File: src/sv/spq_pkg.sv
// shared types, constants and codes of the stable priority queue
package spq_pkg;

    localparam int CAPACITY = 8;
    localparam int ADDR_W   = $clog2(CAPACITY);
    localparam int CNT_W    = $clog2(CAPACITY + 1);
    localparam int COUNT_W  = 4;

    localparam logic [1:0] FUNC_PUSH    = 2'd0;
    localparam logic [1:0] FUNC_EXTRACT = 2'd1;
    localparam logic [1:0] FUNC_CLEAR   = 2'd2;

    localparam logic [1:0] STAT_OK    = 2'd0;
    localparam logic [1:0] STAT_FULL  = 2'd1;
    localparam logic [1:0] STAT_EMPTY = 2'd2;

    typedef struct packed {
        logic [1:0]  func;
        logic [15:0] tag;
        logic [7:0]  prio;
    } spq_in_t;

    typedef struct packed {
        logic [1:0]         status;
        logic [15:0]        out_tag;
        logic [7:0]         out_prio;
        logic [COUNT_W-1:0] count;
        logic               is_full;
        logic               is_empty;
    } spq_out_t;

    typedef struct packed {
        logic [15:0] tag;
        logic [7:0]  prio;
    } spq_entry_t;

    typedef enum logic [2:0] {
        S_IDLE,
        S_DECODE,
        S_SCAN,
        S_SCAN_LAST,
        S_SHIFT_SETUP,
        S_SHIFT,
        S_DONE
    } spq_state_t;

    typedef struct packed {
        logic       load_op;
        logic       push_wr;
        logic       count_inc;
        logic       count_dec;
        logic       count_clr;
        logic       ptr_clr;
        logic       ptr_best;
        logic       rd_issue;
        logic       rd_move;
        logic       st_load;
        logic [1:0] st_code;
        logic       hit;
        logic       rsp_load;
    } spq_cmd_t;

    typedef struct packed {
        logic [1:0] func;
        logic       cnt_zero;
        logic       cnt_full;
        logic       ptr_last;
        logic       ptr_end;
        logic       pend_vld;
        logic       rsp_busy;
    } spq_sts_t;

endpackage

File: src/sv/stable_priority_queue.sv
// top level of the stable priority queue
//
//  channel  | handshake            | payload
//  ---------+----------------------+------------------------------------
//  req      | req_valid, req_stall | func, tag, prio
//  rsp      | rsp_valid, rsp_stall | status, out_tag, out_prio, count,
//           |                      | is_full, is_empty
//
// push, clear, no-op and extract on an empty queue: decode, then the done state loads the result
// extract: a scan of all entries for the winner, then the entries behind it move up one place;
// the single ram read port sets this, one scan or move read per cycle
// one operation in flight; the next transfer is taken once the result is registered
// reset clears the count and handshake state; the entry ram needs no clearing
// a stalled result holds in the output register while the next request proceeds
module stable_priority_queue (
    input  logic             clk,
    input  logic             rst_n,
    input  logic             req_valid,
    output logic             req_stall,
    input  spq_pkg::spq_in_t req,
    output logic             rsp_valid,
    input  logic             rsp_stall,
    output spq_pkg::spq_out_t rsp
);
    import spq_pkg::*;

    spq_cmd_t cmd;
    spq_sts_t sts;

    spq_ctrl u_ctrl (
        .clk       (clk),
        .rst_n     (rst_n),
        .req_valid (req_valid),
        .req_stall (req_stall),
        .sts       (sts),
        .cmd       (cmd)
    );

    spq_datapath u_datapath (
        .clk       (clk),
        .rst_n     (rst_n),
        .req       (req),
        .rsp_stall (rsp_stall),
        .cmd       (cmd),
        .sts       (sts),
        .rsp_valid (rsp_valid),
        .rsp       (rsp)
    );

endmodule

File: src/sv/spq_ram.sv
// generic single write port, single read port ram with registered read
module spq_ram #(
    parameter int WIDTH = 24,
    parameter int DEPTH = 8
) (
    input  logic                                    clk,
    input  logic                                    wr_en,
    input  logic [((DEPTH > 1) ? $clog2(DEPTH) : 1)-1:0] wr_addr,
    input  logic [WIDTH-1:0]                        wr_data,
    input  logic                                    rd_en,
    input  logic [((DEPTH > 1) ? $clog2(DEPTH) : 1)-1:0] rd_addr,
    output logic [WIDTH-1:0]                        rd_data
);

    logic [WIDTH-1:0] mem_reg [DEPTH];
    logic [WIDTH-1:0] rd_data_reg;

    always_ff @(posedge clk)
    begin
        if (wr_en)
        begin
            mem_reg[wr_addr] <= wr_data;
        end
        if (rd_en)
        begin
            rd_data_reg <= mem_reg[rd_addr];
        end
    end

    assign rd_data = rd_data_reg;

endmodule

File: src/sv/spq_datapath.sv
// entry store, scan and compaction datapath, result register
module spq_datapath (
    input  logic              clk,
    input  logic              rst_n,
    input  spq_pkg::spq_in_t  req,
    input  logic              rsp_stall,
    input  spq_pkg::spq_cmd_t cmd,
    output spq_pkg::spq_sts_t sts,
    output logic              rsp_valid,
    output spq_pkg::spq_out_t rsp
);
    import spq_pkg::*;

    spq_in_t           op_reg,       op_next;
    logic [CNT_W-1:0]  count_reg,    count_next;
    logic [CNT_W-1:0]  ptr_reg,      ptr_next;
    logic              pend_vld_reg, pend_vld_next;
    logic              pend_move_reg, pend_move_next;
    logic [ADDR_W-1:0] pend_idx_reg, pend_idx_next;
    logic [ADDR_W-1:0] best_idx_reg, best_idx_next;
    spq_entry_t        best_reg,     best_next;
    logic [1:0]        status_reg,   status_next;
    logic              hit_reg,      hit_next;
    logic              rsp_valid_reg, rsp_valid_next;
    spq_out_t          rsp_reg,      rsp_next;

    logic              wr_en;
    logic [ADDR_W-1:0] wr_addr;
    spq_entry_t        wr_entry;
    spq_entry_t        rd_entry;
    logic              scan_hit;
    logic              move_wr;

    spq_ram #(
        .WIDTH ($bits(spq_entry_t)),
        .DEPTH (CAPACITY)
    ) u_ram (
        .clk     (clk),
        .wr_en   (wr_en),
        .wr_addr (wr_addr),
        .wr_data (wr_entry),
        .rd_en   (cmd.rd_issue),
        .rd_addr (ptr_reg[ADDR_W-1:0]),
        .rd_data (rd_entry)
    );

    // the earliest entry wins a tie, so only a strictly larger priority replaces it
    assign scan_hit = pend_vld_reg && !pend_move_reg &&
                      ((pend_idx_reg == '0) || (rd_entry.prio > best_reg.prio));
    // compaction: entry read at index i lands at index i-1
    assign move_wr  = pend_vld_reg && pend_move_reg;

    always_comb
    begin
        wr_en    = cmd.push_wr || move_wr;
        wr_addr  = cmd.push_wr ? count_reg[ADDR_W-1:0] : (pend_idx_reg - ADDR_W'(1));
        wr_entry = rd_entry;
        if (cmd.push_wr)
        begin
            wr_entry.tag  = op_reg.tag;
            wr_entry.prio = op_reg.prio;
        end
    end

    always_comb
    begin
        op_next        = cmd.load_op ? req : op_reg;

        count_next = count_reg;
        if (cmd.count_clr)
        begin
            count_next = '0;
        end
        else if (cmd.count_inc)
        begin
            count_next = count_reg + CNT_W'(1);
        end
        else if (cmd.count_dec)
        begin
            count_next = count_reg - CNT_W'(1);
        end

        ptr_next = ptr_reg;
        if (cmd.ptr_clr)
        begin
            ptr_next = '0;
        end
        else if (cmd.ptr_best)
        begin
            ptr_next = CNT_W'(best_idx_reg) + CNT_W'(1);
        end
        else if (cmd.rd_issue)
        begin
            ptr_next = ptr_reg + CNT_W'(1);
        end

        pend_vld_next  = cmd.rd_issue;
        pend_move_next = cmd.rd_move;
        pend_idx_next  = ptr_reg[ADDR_W-1:0];

        best_next     = scan_hit ? rd_entry     : best_reg;
        best_idx_next = scan_hit ? pend_idx_reg : best_idx_reg;

        status_next = cmd.st_load ? cmd.st_code : status_reg;
        hit_next    = cmd.st_load ? cmd.hit     : hit_reg;

        rsp_next          = rsp_reg;
        if (cmd.rsp_load)
        begin
            rsp_next.status   = status_reg;
            rsp_next.out_tag  = hit_reg ? best_reg.tag  : '0;
            rsp_next.out_prio = hit_reg ? best_reg.prio : '0;
            rsp_next.count    = COUNT_W'(count_reg);
            rsp_next.is_full  = (count_reg == CNT_W'(CAPACITY));
            rsp_next.is_empty = (count_reg == '0);
        end
        rsp_valid_next = cmd.rsp_load || (rsp_valid_reg && rsp_stall);
    end

    always_ff @(posedge clk or negedge rst_n)
    begin
        if (!rst_n)
        begin
            count_reg     <= '0;
            ptr_reg       <= '0;
            pend_vld_reg  <= 1'b0;
            pend_move_reg <= 1'b0;
            rsp_valid_reg <= 1'b0;
        end
        else
        begin
            count_reg     <= count_next;
            ptr_reg       <= ptr_next;
            pend_vld_reg  <= pend_vld_next;
            pend_move_reg <= pend_move_next;
            rsp_valid_reg <= rsp_valid_next;
        end
    end

    always_ff @(posedge clk)
    begin
        op_reg       <= op_next;
        pend_idx_reg <= pend_idx_next;
        best_idx_reg <= best_idx_next;
        best_reg     <= best_next;
        status_reg   <= status_next;
        hit_reg      <= hit_next;
        rsp_reg      <= rsp_next;
    end

    always_comb
    begin
        sts.func     = op_reg.func;
        sts.cnt_zero = (count_reg == '0);
        sts.cnt_full = (count_reg == CNT_W'(CAPACITY));
        sts.ptr_last = (ptr_reg == (count_reg - CNT_W'(1)));
        sts.ptr_end  = (ptr_reg == count_reg);
        sts.pend_vld = pend_vld_reg;
        sts.rsp_busy = rsp_valid_reg && rsp_stall;
    end

    assign rsp_valid = rsp_valid_reg;
    assign rsp       = rsp_reg;

endmodule

File: src/sv/spq_ctrl.sv
// operation sequencer of the stable priority queue
module spq_ctrl (
    input  logic              clk,
    input  logic              rst_n,
    input  logic              req_valid,
    output logic              req_stall,
    input  spq_pkg::spq_sts_t sts,
    output spq_pkg::spq_cmd_t cmd
);
    import spq_pkg::*;

    spq_state_t state_reg, state_next;

    always_ff @(posedge clk or negedge rst_n)
    begin
        if (!rst_n)
        begin
            state_reg <= S_IDLE;
        end
        else
        begin
            state_reg <= state_next;
        end
    end

    always_comb
    begin
        state_next = state_reg;
        cmd        = '0;
        req_stall  = (state_reg != S_IDLE);

        case (state_reg)
            S_IDLE:
            begin
                if (req_valid)
                begin
                    cmd.load_op = 1'b1;
                    state_next  = S_DECODE;
                end
            end

            S_DECODE:
            begin
                cmd.st_load = 1'b1;
                cmd.st_code = STAT_OK;
                state_next  = S_DONE;
                case (sts.func)
                    FUNC_PUSH:
                    begin
                        if (sts.cnt_full)
                        begin
                            cmd.st_code = STAT_FULL;
                        end
                        else
                        begin
                            cmd.push_wr   = 1'b1;
                            cmd.count_inc = 1'b1;
                        end
                    end
                    FUNC_EXTRACT:
                    begin
                        if (sts.cnt_zero)
                        begin
                            cmd.st_code = STAT_EMPTY;
                        end
                        else
                        begin
                            cmd.hit     = 1'b1;
                            cmd.ptr_clr = 1'b1;
                            state_next  = S_SCAN;
                        end
                    end
                    FUNC_CLEAR:
                    begin
                        cmd.count_clr = 1'b1;
                    end
                    default:
                    begin
                        cmd.st_code = STAT_OK;
                    end
                endcase
            end

            // one read per cycle, each compared in the cycle after it is issued
            S_SCAN:
            begin
                cmd.rd_issue = 1'b1;
                if (sts.ptr_last)
                begin
                    state_next = S_SCAN_LAST;
                end
            end

            S_SCAN_LAST:
            begin
                state_next = S_SHIFT_SETUP;
            end

            S_SHIFT_SETUP:
            begin
                cmd.ptr_best = 1'b1;
                state_next   = S_SHIFT;
            end

            // entries behind the winner move up one place
            S_SHIFT:
            begin
                if (!sts.ptr_end)
                begin
                    cmd.rd_issue = 1'b1;
                    cmd.rd_move  = 1'b1;
                end
                else if (!sts.pend_vld)
                begin
                    cmd.count_dec = 1'b1;
                    state_next    = S_DONE;
                end
            end

            S_DONE:
            begin
                if (!sts.rsp_busy)
                begin
                    cmd.rsp_load = 1'b1;
                    state_next   = S_IDLE;
                end
            end

            default:
            begin
                state_next = S_IDLE;
            end
        endcase
    end

endmodule

File: config.mk
export PLATFORM = sky130hd
export DESIGN_NAME = stable_priority_queue
export DESIGN_NICKNAME = d
export VERILOG_FILES = /design/src/sv/spq_pkg.sv /design/src/sv/stable_priority_queue.sv /design/src/sv/spq_ram.sv /design/src/sv/spq_datapath.sv /design/src/sv/spq_ctrl.sv
export SDC_FILE = /design/constraint.sdc
export NUM_CORES = 1
export LEC_CHECK = 0
export ABC_AREA = 0
export BUFFER_PORTS_ARGS = -buffer_cell sky130_fd_sc_hd__buf_2
export CAP_MARGIN = 0
export CORE_ASPECT_RATIO = 1.2
export CORE_MARGIN = 2
export CORE_UTILIZATION = 55
export DETAILED_ROUTE_END_ITERATION = 8
export HOLD_SLACK_MARGIN = 0.02
export PLACE_DENSITY = 0.87
export SETUP_SLACK_MARGIN = 0.05
export SYNTH_ARGS = -nofsm -noshare
export SYNTH_HDL_FRONTEND = slang
export SYNTH_HIERARCHICAL = 1
export SYNTH_SLANG_ARGS = --single-unit
File: constraint.sdc
create_clock -name clk -period 4.3 [get_ports clk]
set_input_delay 0.43 -clock clk [delete_from_list [all_inputs] [get_ports clk]]
set_output_delay 0.43 -clock clk [all_outputs]
set_load 0.02 [all_outputs]
==> After elaboration in Yosys (flattened, before gate mapping) <==
Memory sizes are Yosys's and may differ from the RTL's. A register that Yosys moved wholly into a read port is not among the register bits.
Index checks and enable logic that the tools add are counted.
{ "op_classes": {"n_addsub": 5, "mux": 40, "eq_ne": 16, "n_lt_le_gt_ge": 1, "n_reduce_logical": 16} }
{ "ops": {"columns": ["cell", "n"], "rows": [
  ["$mux 4", 7],
  ["$mux 24", 1],
  ["$mux 3", 8],
  ["$pmux 3 s7", 1],
  ["$mux 1", 15],
  ["$mux 2", 6],
  ["$eq 3x3->1 const B", 3],
  ["$reduce_bool 3->1", 3],
  ["$add 4x1->4 const B", 2],
  ["$eq 4x4->1", 2],
  ["$gt 8x8->1", 1],
  ["$ne 2x2->1 const B", 4],
  ["$eq 3x2->1 const B", 2],
  ["$logic_not 3->1", 2],
  ["$reduce_and 5->1", 1],
  ["$add 3x1->4 const B", 1],
  ["$eq 4x4->1 const B", 1],
  ["$logic_and 1x1->1", 4],
  ["$logic_not 4->1", 1],
  ["$pmux 2 s2", 1],
  ["$sub 4x1->4 const B", 1],
  ["$eq 3x1->1 const B", 1],
  ["$logic_or 1x1->1", 3],
  ["$sub 3x1->3 const B", 1],
  ["6 further kinds", 6]
]} }
{ "totals": {"memories": 1, "reg_bits": 105, "ramBits": 192} }
{ "memory_table": {"columns": ["name", "words", "width", "rd", "rd_ports_with_merged_regs", "wr", "line", "source"], "rows": [
  ["u_datapath.u_ram.mem_reg", 8, 24, 1, 1, 1, "spq_ram.sv:15", "logic [WIDTH-1:0] mem_reg [DEPTH];"]
]} }

==> Logic depth before layout (Yosys ltp) <==
Gate-level depths: netlist of the first run.
{ "logic_depth": {"word_depth": 7, "ltp_mapped": 11} }

==> Hierarchy <==
The synthesis of the first run kept the hierarchy.
{ "by_module_without_submodules": {"columns": ["module", "seq_area_each_um2", "n_inst", "cells_per_inst", "area_each_um2"], "rows": [
  ["spq_ram", 6486.2, 1, 314, 8050.2],
  ["spq_datapath", 2977.9, 1, 265, 4184.0],
  ["spq_ctrl", 75.1, 1, 41, 324.1]
]} }

==> Least setup slack after synthesis of the first run <==
Ideal clock, no wire load.
{ "synth_path": {"kind": "reg2reg", "startpoint": "reg u_datapath.count_reg[0]", "endpoint": "mem u_datapath.u_ram.mem_reg[0][0] (enable)", "t_arrival_ns": 4.136, "path_buffers": 3, "slack_ns": -0.271, "stages_incl_launch_ff": 11, "synth_period_minus_slack_ns": 4.571, "path_cell_list": "dfrtp_1 inv_1 ha_1 and3b_1 nor4_1 buf_4 clkbuf_1 buf_2 o21ai_0 nand2b_1 nor3_1"} }
{ "synth_lines": {"columns": ["element", "line", "source"], "rows": [
  ["from (decl)", "spq_datapath.sv:15", "logic [CNT_W-1:0] count_reg, count_next;"],
  ["from (signal assigned)", "spq_datapath.sv:132", "count_reg <= count_next;"],
  ["to (decl)", "spq_ram.sv:15", null]
]} }

==> metrics.md, run 1 <==
| Metric | Value |
|---|---|
| Worst Clk Skew | 0.0252 ns |
| Clk_lat worst skew | 0.56 ns |
| Met2 Usage GRT | 0.361 |
| ANT nets after route | 0 |
| Met3 GRT Util | 0.0291 |
| Die ar. | 24100 um2 |
| Initial core utilization | 0.559 |
| Leakage | 4.83 nW |
| Switching share of power | 0.296 |
| DIE WIDTH | 142 um |
| Clock sink count | 321 |
| #FFs+latches synth | 321 |
| Commonest cells post-synth | 304 x edfxtp_1, 48 x mux4_2, 32 x mux2_2, 26 x and2_1, 19 x inv_1 |
| Final Max Tran Viols | 0 |
| Clock tree buffer depth | 3 |
| Initial antenna violation count | 0 |
| RR Endpoint | u_datapath/u_ram/mem_reg[5][21]$_DFFE_PP_ |
| Global Route Usage Sum | 0.207 |
| Peak supply drop | 357 uV |
| CTS tree | built |
| DRT Pass-1 Iters | 5 |
| Crit Path Class | reg2reg |
| Max Clk Rate | 0.276 GHz |
| Critical path's top delay family | buffers and inverters |
| Placer congestion estimate | 0.814 |
| Cell taking the most area after synthesis | edfxtp_1 |
| CP max FO | 39 |
| CP Capture Type | flip-flop |
| CP max stage delay | 0.51 ns |
| DRT Wirelength | 24200 um |
| Seq pwr share | 0.482 |
| Layer with the highest usage | met2 |
| Slowest cell on crit path | buf_4 |
| DR iter-0 viols | 665 |
| First-pass GRT wire length | 37000 um |
| Clock network power share | 0.254 |
| Via count | 6144 |
| Count leader, synth | edfxtp_1 |
| Syn_area_per_cell | 20.3 um2 |
| CTS buffer count | 30 |
| Clock slew at reported path FFs | 0.06 ns |
| Largest net degree at the start of global routing | 53 |
| Final HPWL DP | 13800 um |
| Total congestion overflow | 0 |
| Max reg flops | 192 |
| Top-area cell type share of the netlist area | 0.727 |
| Root buf cell | clkbuf_16 |
| # DRC | 0 |
| Hold Startpoint | req[9] |
| Unrepaired setup endpoints after global routing | false |
| Final Setup Violations | 0 |
| Share of layout cells above drive strength 1 | 0.330 |
| Crit path buf inv count | 3 |
| Place WS | 0.834 ns |
| Met1 usage | 0.260 |
| Final period util | 0.844 |
| Worst r2r src | u_datapath/count_reg[0]$_DFFE_PN0P_ |
| R2R setup slack | 0.67 ns |
| Worst path most repeated cell | buf_4 |
| Hold Path Class | in2reg |
| Htree depth | 1 |
| Critical Path RT | 4.49 ns |
| Number of diodes | 0 |
| P_int | 6.91 mW |
| Final TNS setup | 0 ns |
| Core area | 22400 um2 |
| Vias per std cell | 6.09 |
| WL per Instance | 24.0 um |
| Number of enable flip-flop cells after synthesis | 304 |
| Power Density | 693 nW/um2 |
| Post-Syn Instances | 620 |
| Final min period | 3.63 ns |
| Relative slew margins | 0.270 |
| WHS Endpoint | u_datapath/op_reg[9]$_DFFE_PP_ |
| Critical-path cell list | inv_1 > ha_1 > and3b_1 > nor4_2 > buf_4 > o21ai_0 > nand2b_1 > nor2_2 > buf_4 |
| Post-CTS sizing | 0 |
| Max cap viols | 0 |
| Num ports | 64 |
| Core Rows | 60 |
| Mapped cell area | 12600 um2 |
| P_sw | 2.90 mW |
| Final worst slack | 0.670 ns |
| Hold Crit Depth | 1 |
| Synth area leaders | edfxtp_1 73%, mux4_2 8.6%, mux2_2 2.9% |
| Comb pwr share | 0.264 |
| Asr flop ratio synth | 0.0436 |
| Post-CTS setup buffer count | 0 |
| Post-synthesis sequential area ratio | 0.760 |
| Final Hold Viols | 0 |
| Number of global-route vias before repair | 6373 |
| Netlist cell types | 51 |
| Nets@finish | 749 |
| FF-to-FF path depth | 9 |
| Startpoint Class | flip-flop |
| Syn_nets | 663 |
| Post-synth top flop | edfxtp_1 |
| Synth warnings | 6 |
| Critical path arrival | 3.82 ns |
| Area Growth Syn to Fin | 12.8% |
| Port Buffers | 63 |
| Die H | 170 um |
| Status | completed |
| Worst-Margin Slew | 1.08 ns |
## power groups by stage
stage	Clock [mW]	Sequential, mW	Combinational (mW)
floorplan	0	4.66	1.96
global placement	0	4.75	2.38
detailed placement	0	4.78	2.54
CTS	2.54	4.73	2.60
global route	2.66	4.79	2.78
finish	2.49	4.73	2.59
## logic make-up (layout without fill, tap and decap cells)
| family | after synthesis | count (layout) | share of synthesized area |
|---|---|---|---|
| DFF | 321 | 321 | 0.760 |
| muxes | 99 | 99 | 0.137 |
| and+or+nand+nor | 96 | 96 | 0.0442 |
| buffers and inverters | 48 | 158 | 0.0226 |
| AOI/OAI and AO/OA | 30 | 30 | 0.0147 |
| adders and majority gates | 13 | 13 | 0.0130 |
| xor gates and xnor gates | 13 | 13 | 0.00907 |
## cell type report
cell class	instances	area (um2)
sequential	321	9540
fill	1428	8280
multi-input combinational	251	2790
clock buffer	40	788
timing repair buffer	83	470
tap	279	349
clock inverter	16	148
inverter	19	71.3
## worst max path at each step
stage | start | end | slack [ns] | depth (start not counted)
2_1_floorplan | u_datapath/count_reg[0]$_DFFE_PN0P_ | u_datapath/u_ram/mem_reg[2][0]$_DFFE_PP_ | 0.26 | 10
3_3_place_gp | u_datapath/count_reg[0]$_DFFE_PN0P_ | u_datapath/u_ram/mem_reg[1][8]$_DFFE_PP_ | 1.11 | 9
3_5_place_dp | u_datapath/count_reg[0]$_DFFE_PN0P_ | u_datapath/u_ram/mem_reg[5][10]$_DFFE_PP_ | 0.83 | 9
4_1_cts | u_datapath/count_reg[0]$_DFFE_PN0P_ | u_datapath/u_ram/mem_reg[5][18]$_DFFE_PP_ | 0.72 | 9
5_1_grt | u_datapath/count_reg[0]$_DFFE_PN0P_ | u_datapath/u_ram/mem_reg[5][15]$_DFFE_PP_ | 0.50 | 9
6_report | u_datapath/count_reg[0]$_DFFE_PN0P_ | u_datapath/u_ram/mem_reg[5][21]$_DFFE_PP_ | 0.67 | 9
## routing by layer
| layer | share of wire | vias up |
|---|---|---|
| met1 | 0.38 | 3169 |
| met5 | 0 | - |
| met3 | 0.059 | 64 |
| li1 | - | 2620 |
| met2 | 0.53 | 291 |
| met4 | 0.034 | 0 |
## layout by cell type, fill, tap and decap left out, types with 8 or more instances in the layout
master	n
inv_1	19
xnor2_1	8
mux4_2	48
buf_4	18
mux2_2	32
o21ai_0	10
a21oi_1	8
nand2_1	14
clkbuf_1	10
mux2_4	17
nor2_1	12
ha_1	13
dfrtp_1	12
and2_1	26
edfxtp_1	304
buf_2	63
clkbuf_16	30
## per-stage QoR
step / cells / hold slack [ns] / area [um2] / util / power, mW
2_1_floorplan: 620 / 0.134 / 12600 / - / 6.63
3_3_place_gp: 951 / 0.349 / 13200 / 0.588 / 7.12
6_report: 1009 / 0.0493 / 14200 / 0.631 / 9.81
5_1_grt: 1009 / 0.0292 / 14200 / 0.631 / 10.2
4_1_cts: 1009 / 0.0246 / 14200 / 0.631 / 9.87
3_5_place_dp: 951 / 0.354 / 13200 / 0.588 / 7.33
## timing repair
action	CTS	global route
hold buffers	2	0
endpoints found under the hold margin	15	0
endpoints found under the setup margin	0	0
Power figures use the tool's default switching activity.
==> inputs of run 2 (changes only) <==
--- a/config.mk
+++ b/config.mk
@@ -10,10 +10,10 @@
 export CAP_MARGIN = 0
 export CORE_ASPECT_RATIO = 1.2
 export CORE_MARGIN = 2
-export CORE_UTILIZATION = 55
+export CORE_UTILIZATION = 60
 export DETAILED_ROUTE_END_ITERATION = 8
 export HOLD_SLACK_MARGIN = 0.02
-export PLACE_DENSITY = 0.87
+export PLACE_DENSITY = 0.89
 export SETUP_SLACK_MARGIN = 0.05
 export SYNTH_ARGS = -nofsm -noshare
 export SYNTH_HDL_FRONTEND = slang
==> constraint.sdc (replaced) <==
create_clock -name clk -period 3.45 [get_ports clk]
set_input_delay 0.345 -clock clk [delete_from_list [all_inputs] [get_ports clk]]
set_output_delay 0.345 -clock clk [all_outputs]
set_load 0.02 [all_outputs]
==> metrics.md, run 2 (same netlist as run 1, synthesis figures left out) <==
| Metric | Value |
|---|---|
| Share of layout cells above drive strength 1 | 0.327 |
| FF-to-FF path depth | 8 |
| Final Hold Viols | 0 |
| # DRC | 0 |
| Port Buffers | 63 |
| Core Rows | 58 |
| Htree depth | 1 |
| DR iter-0 viols | 597 |
| Critical path's top delay family | simple AND/OR/NAND/NOR gates |
| Unrepaired setup endpoints after global routing | false |
| Core area | 20800 um2 |
| Area Growth Syn to Fin | 15.6% |
| Final HPWL DP | 13900 um |
| CTS tree | built |
| Nets@finish | 776 |
| Final min period | 3.12 ns |
| Crit path buf inv count | 2 |
| Critical path arrival | 3.33 ns |
| CP max stage delay | 0.50 ns |
| Hold Path Class | in2async |
| Num ports | 64 |
| Clock slew at reported path FFs | 0.06 ns |
| Via count | 6234 |
| Worst Clk Skew | 0.0170 ns |
| CP Capture Type | flip-flop |
| Max cap viols | 0 |
| R2R setup slack | 0.33 ns |
| ANT nets after route | 0 |
| Status | completed |
| Tot Pwr | 12.4 mW |
| Placer congestion estimate | 0.801 |
| Worst-Margin Slew | 0.999 ns |
| Peak supply drop | 513 uV |
| Initial antenna violation count | 0 |
| Leakage | 4.96 nW |
| Post-CTS sizing | 0 |
| Critical Path RT | 3.66 ns |
| DRT Wirelength | 25500 um |
| Final Max Tran Viols | 0 |
| Clock sink count | 321 |
| DRT Pass-1 Iters | 6 |
| Global Route Usage Sum | 0.239 |
| First-pass GRT wire length | 38500 um |
| CP max FO | 24 |
| Number of diodes | 0 |
| Critical-path cell list | inv_1 > ha_1 > and3b_1 > nor4_4 > o21ai_0 > nand2b_1 > nor2_4 > buf_4 |
| Initial core utilization | 0.605 |
| Final TNS setup | 0 ns |
| FILL cells | 1212 |
| Root buf cell | clkbuf_16 |
| WL per Instance | 24.9 um |
| Die ar. | 22100 um2 |
| Max Clk Rate | 0.320 GHz |
| Power Density | 857 nW/um2 |
| Worst r2r src | u_datapath/count_reg[0]$_DFFE_PN0P_ |
| Most frequent cells in the layout | 304 x edfxtp_1, 63 x buf_2, 48 x mux4_2, 32 x mux2_2, 29 x clkbuf_16 |
| Total congestion overflow | 0 |
| Crit Path Class | reg2reg |
| Number of global-route vias before repair | 6541 |
| Max reg flops | 192 |
| Leading cell type in the layout, fill and taps excluded | edfxtp_1 |
| Clock tree buffer depth | 3 |
| Clk_lat worst skew | 0.55 ns |
| Startpoint Class | flip-flop |
| Final period util | 0.905 |
| Slowest cell on crit path | nor4_4 |
| Die H | 162 um |
| RR Endpoint | u_datapath/u_ram/mem_reg[1][3]$_DFFE_PP_ |
| CTS buffer count | 29 |
| Vias per std cell | 6.09 |
| Relative slew margins | 0.334 |
| Final Util | 0.700 |
| Final Setup Violations | 0 |
| Largest net degree at the start of global routing | 53 |
| DIE WIDTH | 136 um |
run 2: changes by cell type in the layout (fill, tap and decap cells not counted), moves of 2 or more:
cell           previous run  this run
dlygate4sd3_1             2        27
clkbuf_1                 10         3
nor2_2                    6         0
nor2_4                    0         6
buf_12                    0         3
bufinv_16                 2         4
run 2: worst max-delay path by stage:
stage                                             start                                        end  slack, ns  depth (start not counted)
finish              u_datapath/count_reg[0]$_DFFE_PN0P_   u_datapath/u_ram/mem_reg[1][3]$_DFFE_PP_       0.33                          8
global route        u_datapath/count_reg[0]$_DFFE_PN0P_   u_datapath/u_ram/mem_reg[1][2]$_DFFE_PP_       0.06                          8
CTS                 u_datapath/count_reg[0]$_DFFE_PN0P_  u_datapath/u_ram/mem_reg[1][17]$_DFFE_PP_       0.24                          8
detailed placement  u_datapath/count_reg[0]$_DFFE_PN0P_  u_datapath/u_ram/mem_reg[1][12]$_DFFE_PP_       0.28                          8
global placement    u_datapath/count_reg[0]$_DFFE_PN0P_   u_datapath/u_ram/mem_reg[1][9]$_DFFE_PP_       0.44                          8
floorplan           u_datapath/count_reg[0]$_DFFE_PN0P_   u_datapath/u_ram/mem_reg[0][0]$_DFFE_PP_        0.1                         10
run 2: area by class of cell:
type	count	area [um2]	share of cell area
Tap cell	270	338	0.0233
Clock buffer	32	737	0.0508
Clock inverter	19	211	0.0146
Timing Repair Buffer	111	781	0.0538
Sequential cell	321	9540	0.657
Multi-Input combinational cell	251	2840	0.196
Inverter	19	71.3	0.00491
run 2: power by group:
group          total, mW  internal [mW]  switching, mW
registers           5.90           5.48          0.421
clock network       3.18           1.84           1.35
logic               3.36           1.44           1.92
total               12.4           8.76           3.69
run 2: repair_timing:
action / CTS / global route
hold buffers: 27 / 0
endpoints found under the hold margin: 40 / 0
buffers inserted: 0 / 0
endpoints found under the setup margin: 0 / 92
run 2: per-layer routing:
layer | track usage | wire length [um] | vias up
met3 | 0.0370 | 1890 | 70
met4 | 0.0956 | 864 | 0
li1 | - | - | 2666
met2 | 0.407 | 13300 | 343
met1 | 0.311 | 9430 | 3155
met5 | 0 | 0 | -
run 2: metrics by stage:
step,cells,area [um2],setup WS (ns),hold WS [ns]
2_1_floorplan,620,12600,0.0978,0.0494
3_3_place_gp,945,13300,0.444,0.261
3_5_place_dp,945,13300,0.280,0.273
4_1_cts,1023,14500,0.241,0.231
5_1_grt,1023,14500,0.0579,0.251
6_report,1023,14500,0.328,0.236
==> inputs of run 3 (changes only) <==
--- a/config.mk
+++ b/config.mk
@@ -6,12 +6,14 @@
 export NUM_CORES = 1
 export LEC_CHECK = 0
 export ABC_AREA = 0
-export BUFFER_PORTS_ARGS = -buffer_cell sky130_fd_sc_hd__buf_2
 export CAP_MARGIN = 0
+export CELL_PAD_IN_SITES_DETAIL_PLACEMENT = 2
+export CELL_PAD_IN_SITES_GLOBAL_PLACEMENT = 2
 export CORE_ASPECT_RATIO = 1.2
 export CORE_MARGIN = 2
-export CORE_UTILIZATION = 60
+export CORE_UTILIZATION = 49
 export DETAILED_ROUTE_END_ITERATION = 8
+export DONT_BUFFER_PORTS = 1
 export HOLD_SLACK_MARGIN = 0.02
 export PLACE_DENSITY = 0.89
 export SETUP_SLACK_MARGIN = 0.05
==> constraint.sdc (replaced) <==
create_clock -name clk -period 3.45 [get_ports clk]
set_input_delay 0.1725 -clock clk [delete_from_list [all_inputs] [get_ports clk]]
set_output_delay 0.1725 -clock clk [all_outputs]
set_load 0.02 [all_outputs]
==> metrics.md, run 3 (same netlist as run 1, synthesis figures left out) <==
| Metric | Value |
|---|---|
| Initial antenna violation count | 0 |
| Final TNS setup | 0 ns |
| Crit Path Class | reg2reg |
| First-pass GRT wire length | 47200 um |
| Top Layer Used | met4 |
| Critical path arrival | 3.28 ns |
| Power Density | 901 nW/um2 |
| Max Clk Rate | 0.322 GHz |
| CTS buffer count | 34 |
| Place WS | -0.0801 ns |
| Met2 Wirelength | 16700 um |
| CP max FO | 24 |
| P_sw | 4.04 mW |
| Die H | 179 um |
| Status | completed |
| Vias per std cell | 5.91 |
| Clock network power share | 0.266 |
| Critical-path cell list | inv_1 > ha_1 > and3b_1 > nor4_4 > buf_4 > nand2_1 > o21ai_0 > nand2_1 > nor2_4 > buf_6 |
| Final Util | 0.568 |
| Core Rows | 64 |
| CP max stage delay | 0.51 ns |
| Routed wl met3 | 1520 um |
| # DRC | 0 |
| Largest net degree at the start of global routing | 53 |
| Hold Startpoint | rsp_stall |
| Core area | 25400 um2 |
| Via count | 6091 |
| Max cap viols | 0 |
| Leakage | 4.77 nW |
| ANT nets after route | 0 |
| CTS tree | built |
| DRT Pass-1 Iters | 5 |
| Share of layout cells above drive strength 1 | 0.258 |
| DRT Wirelength | 32300 um |
| Relative slew margins | 0.319 |
| Final non-filler cell area | 14400 um2 |
| Hold Slack | 0.0741 ns |
| Die ar. | 26900 um2 |
| DIE WIDTH | 150 um |
| Clock slew at reported path FFs | 0.06 ns |
| Worst path most repeated cell | nand2_1 |
| Final period util | 0.901 |
| Placer congestion estimate | 0.752 |
| Multi-input logic area | 2850 um2 |
| DR iter-0 viols | 409 |
| Peak supply drop | 455 uV |
| Final Setup Violations | 0 |
| Startpoint Class | flip-flop |
| Final worst slack | 0.340 ns |
| CP Capture Type | flip-flop |
| Number of global-route vias before repair | 6825 |
| Leading cell type in the layout, fill and taps excluded | edfxtp_1 |
| Seq pwr share | 0.465 |
| Port Buffers | 0 |
| Max reg flops | 192 |
| Clock sink count | 321 |
| Area Growth Syn to Fin | 14.7% |
| Global Route Usage Sum | 0.250 |
| Critical Path RT | 3.62 ns |
| Most frequent cells in the layout | 304 x edfxtp_1, 48 x mux4_2, 37 x clkbuf_16, 32 x mux2_2, 27 x dlygate4sd3_1 |
| Final HPWL DP | 20300 um |
| Root buf cell | clkbuf_16 |
| FILL cells | 2056 |
| Comb pwr share | 0.269 |
| Worst Clk Skew | 0.0155 ns |
| Hold Path Class | in2reg |
| Nets@finish | 718 |
| FF+latch area | 9540 um2 |
| Switching share of power | 0.311 |
| Critical path's top delay family | simple AND/OR/NAND/NOR gates |
| Num ports | 64 |
| Area after DPL | 13100 um2 |
| Met1 Routed Length | 12600 um |
| Clk_lat worst skew | 0.51 ns |
| Final min period | 3.11 ns |
| Total congestion overflow | 0 |
| Htree depth | 2 |
| Clock tree buffer depth | 3 |
| Final Max Tran Viols | 0 |
| Initial core utilization | 0.495 |
| WL per Instance | 31.4 um |
| Slowest cell on crit path | dfrtp_1 |
| Worst r2r src | u_datapath/count_reg[0]$_DFFE_PN0P_ |
| Crit path buf inv count | 3 |
| Final Hold Viols | 0 |
| P_int | 8.94 mW |
| Worst Setup SP | u_datapath/count_reg[0]$_DFFE_PN0P_ |
| Worst-Margin Slew | 1.02 ns |
| Unrepaired setup endpoints after global routing | false |
-- run 3: metal layers --
layer	vias up	global-route usage
met1	3248	0.305
met5	-	0
met3	82	0.0456
met4	0	0.122
met2	209	0.432
li1	2552	-
-- run 3: cell type report --
class,count,area share
Inverter,19,0.00495
Antenna cell,1,0.000174
Timing Repair Buffer,48,0.0340
Clock buffer,52,0.0682
Sequential cell,321,0.662
Multi-Input combinational cell,251,0.198
Clock inverter,8,0.00417
Tap cell,330,0.0287
-- run 3: per-stage QoR --
| stage | power, mW | cells |
|---|---|---|
| after floorplan | 8.32 | 620 |
| after global placement | 8.98 | 941 |
| after detailed placement | 9.57 | 941 |
| after CTS | 13.1 | 1028 |
| after global routing | 13.5 | 1029 |
| final | 13.0 | 1030 |
-- run 3: power by group through the flow --
stage          clock, mW  combinational [mW]  sequential [mW]
2_1_floorplan          0                2.51             5.81
3_3_place_gp           0                2.98             6.00
3_5_place_dp           0                3.47             6.11
4_1_cts             3.55                3.53             6.04
5_1_grt             3.65                3.75             6.10
6_report            3.46                3.49             6.03
-- run 3: worst reg2reg max path, stage by stage, from the launching register on --
cell	delay, ns
dfrtp_1	0.51
inv_1	0.12
ha_1	0.29
and3b_1	0.25
nor4_4	0.15
buf_4	0.21
nand2_1	0.14
o21ai_0	0.28
nand2_1	0.28
nor2_4	0.20
buf_6	0.33
-- run 3: path summary, 6_finish.rpt --
check | slack, ns | cells after the start | end
setup / recovery | 0.34 | 10 | u_datapath/u_ram/mem_reg[7][9]$_DFFE_PP_
hold / removal | 0.07 | 2 | u_datapath/rsp_valid$_DFF_PN0_
setup reg to reg | 0.34 | 10 | u_datapath/u_ram/mem_reg[7][9]$_DFFE_PP_
hold reg to reg | 0.43 | 0 | u_datapath/rsp[31]$_DFFE_PP_
max in group asynchronous | 2.75 | 1 | u_datapath/ptr_reg[0]$_DFFE_PN0P_
min in group asynchronous | 0.18 | 1 | u_datapath/count_reg[3]$_DFFE_PN0P_
-- run 3: what timing repair did --
| action | 4_1_cts | 5_1_grt |
|---|---|---|
| gates cloned | 0 | 0 |
| gates resized for setup | 3 | 0 |
| endpoints found under the setup margin | 72 | 192 |
| hold buffers | 27 | 0 |
| setup buffers | 0 | 1 |
| endpoints found under the hold margin | 40 | 0 |
| pin swaps | 0 | 1 |
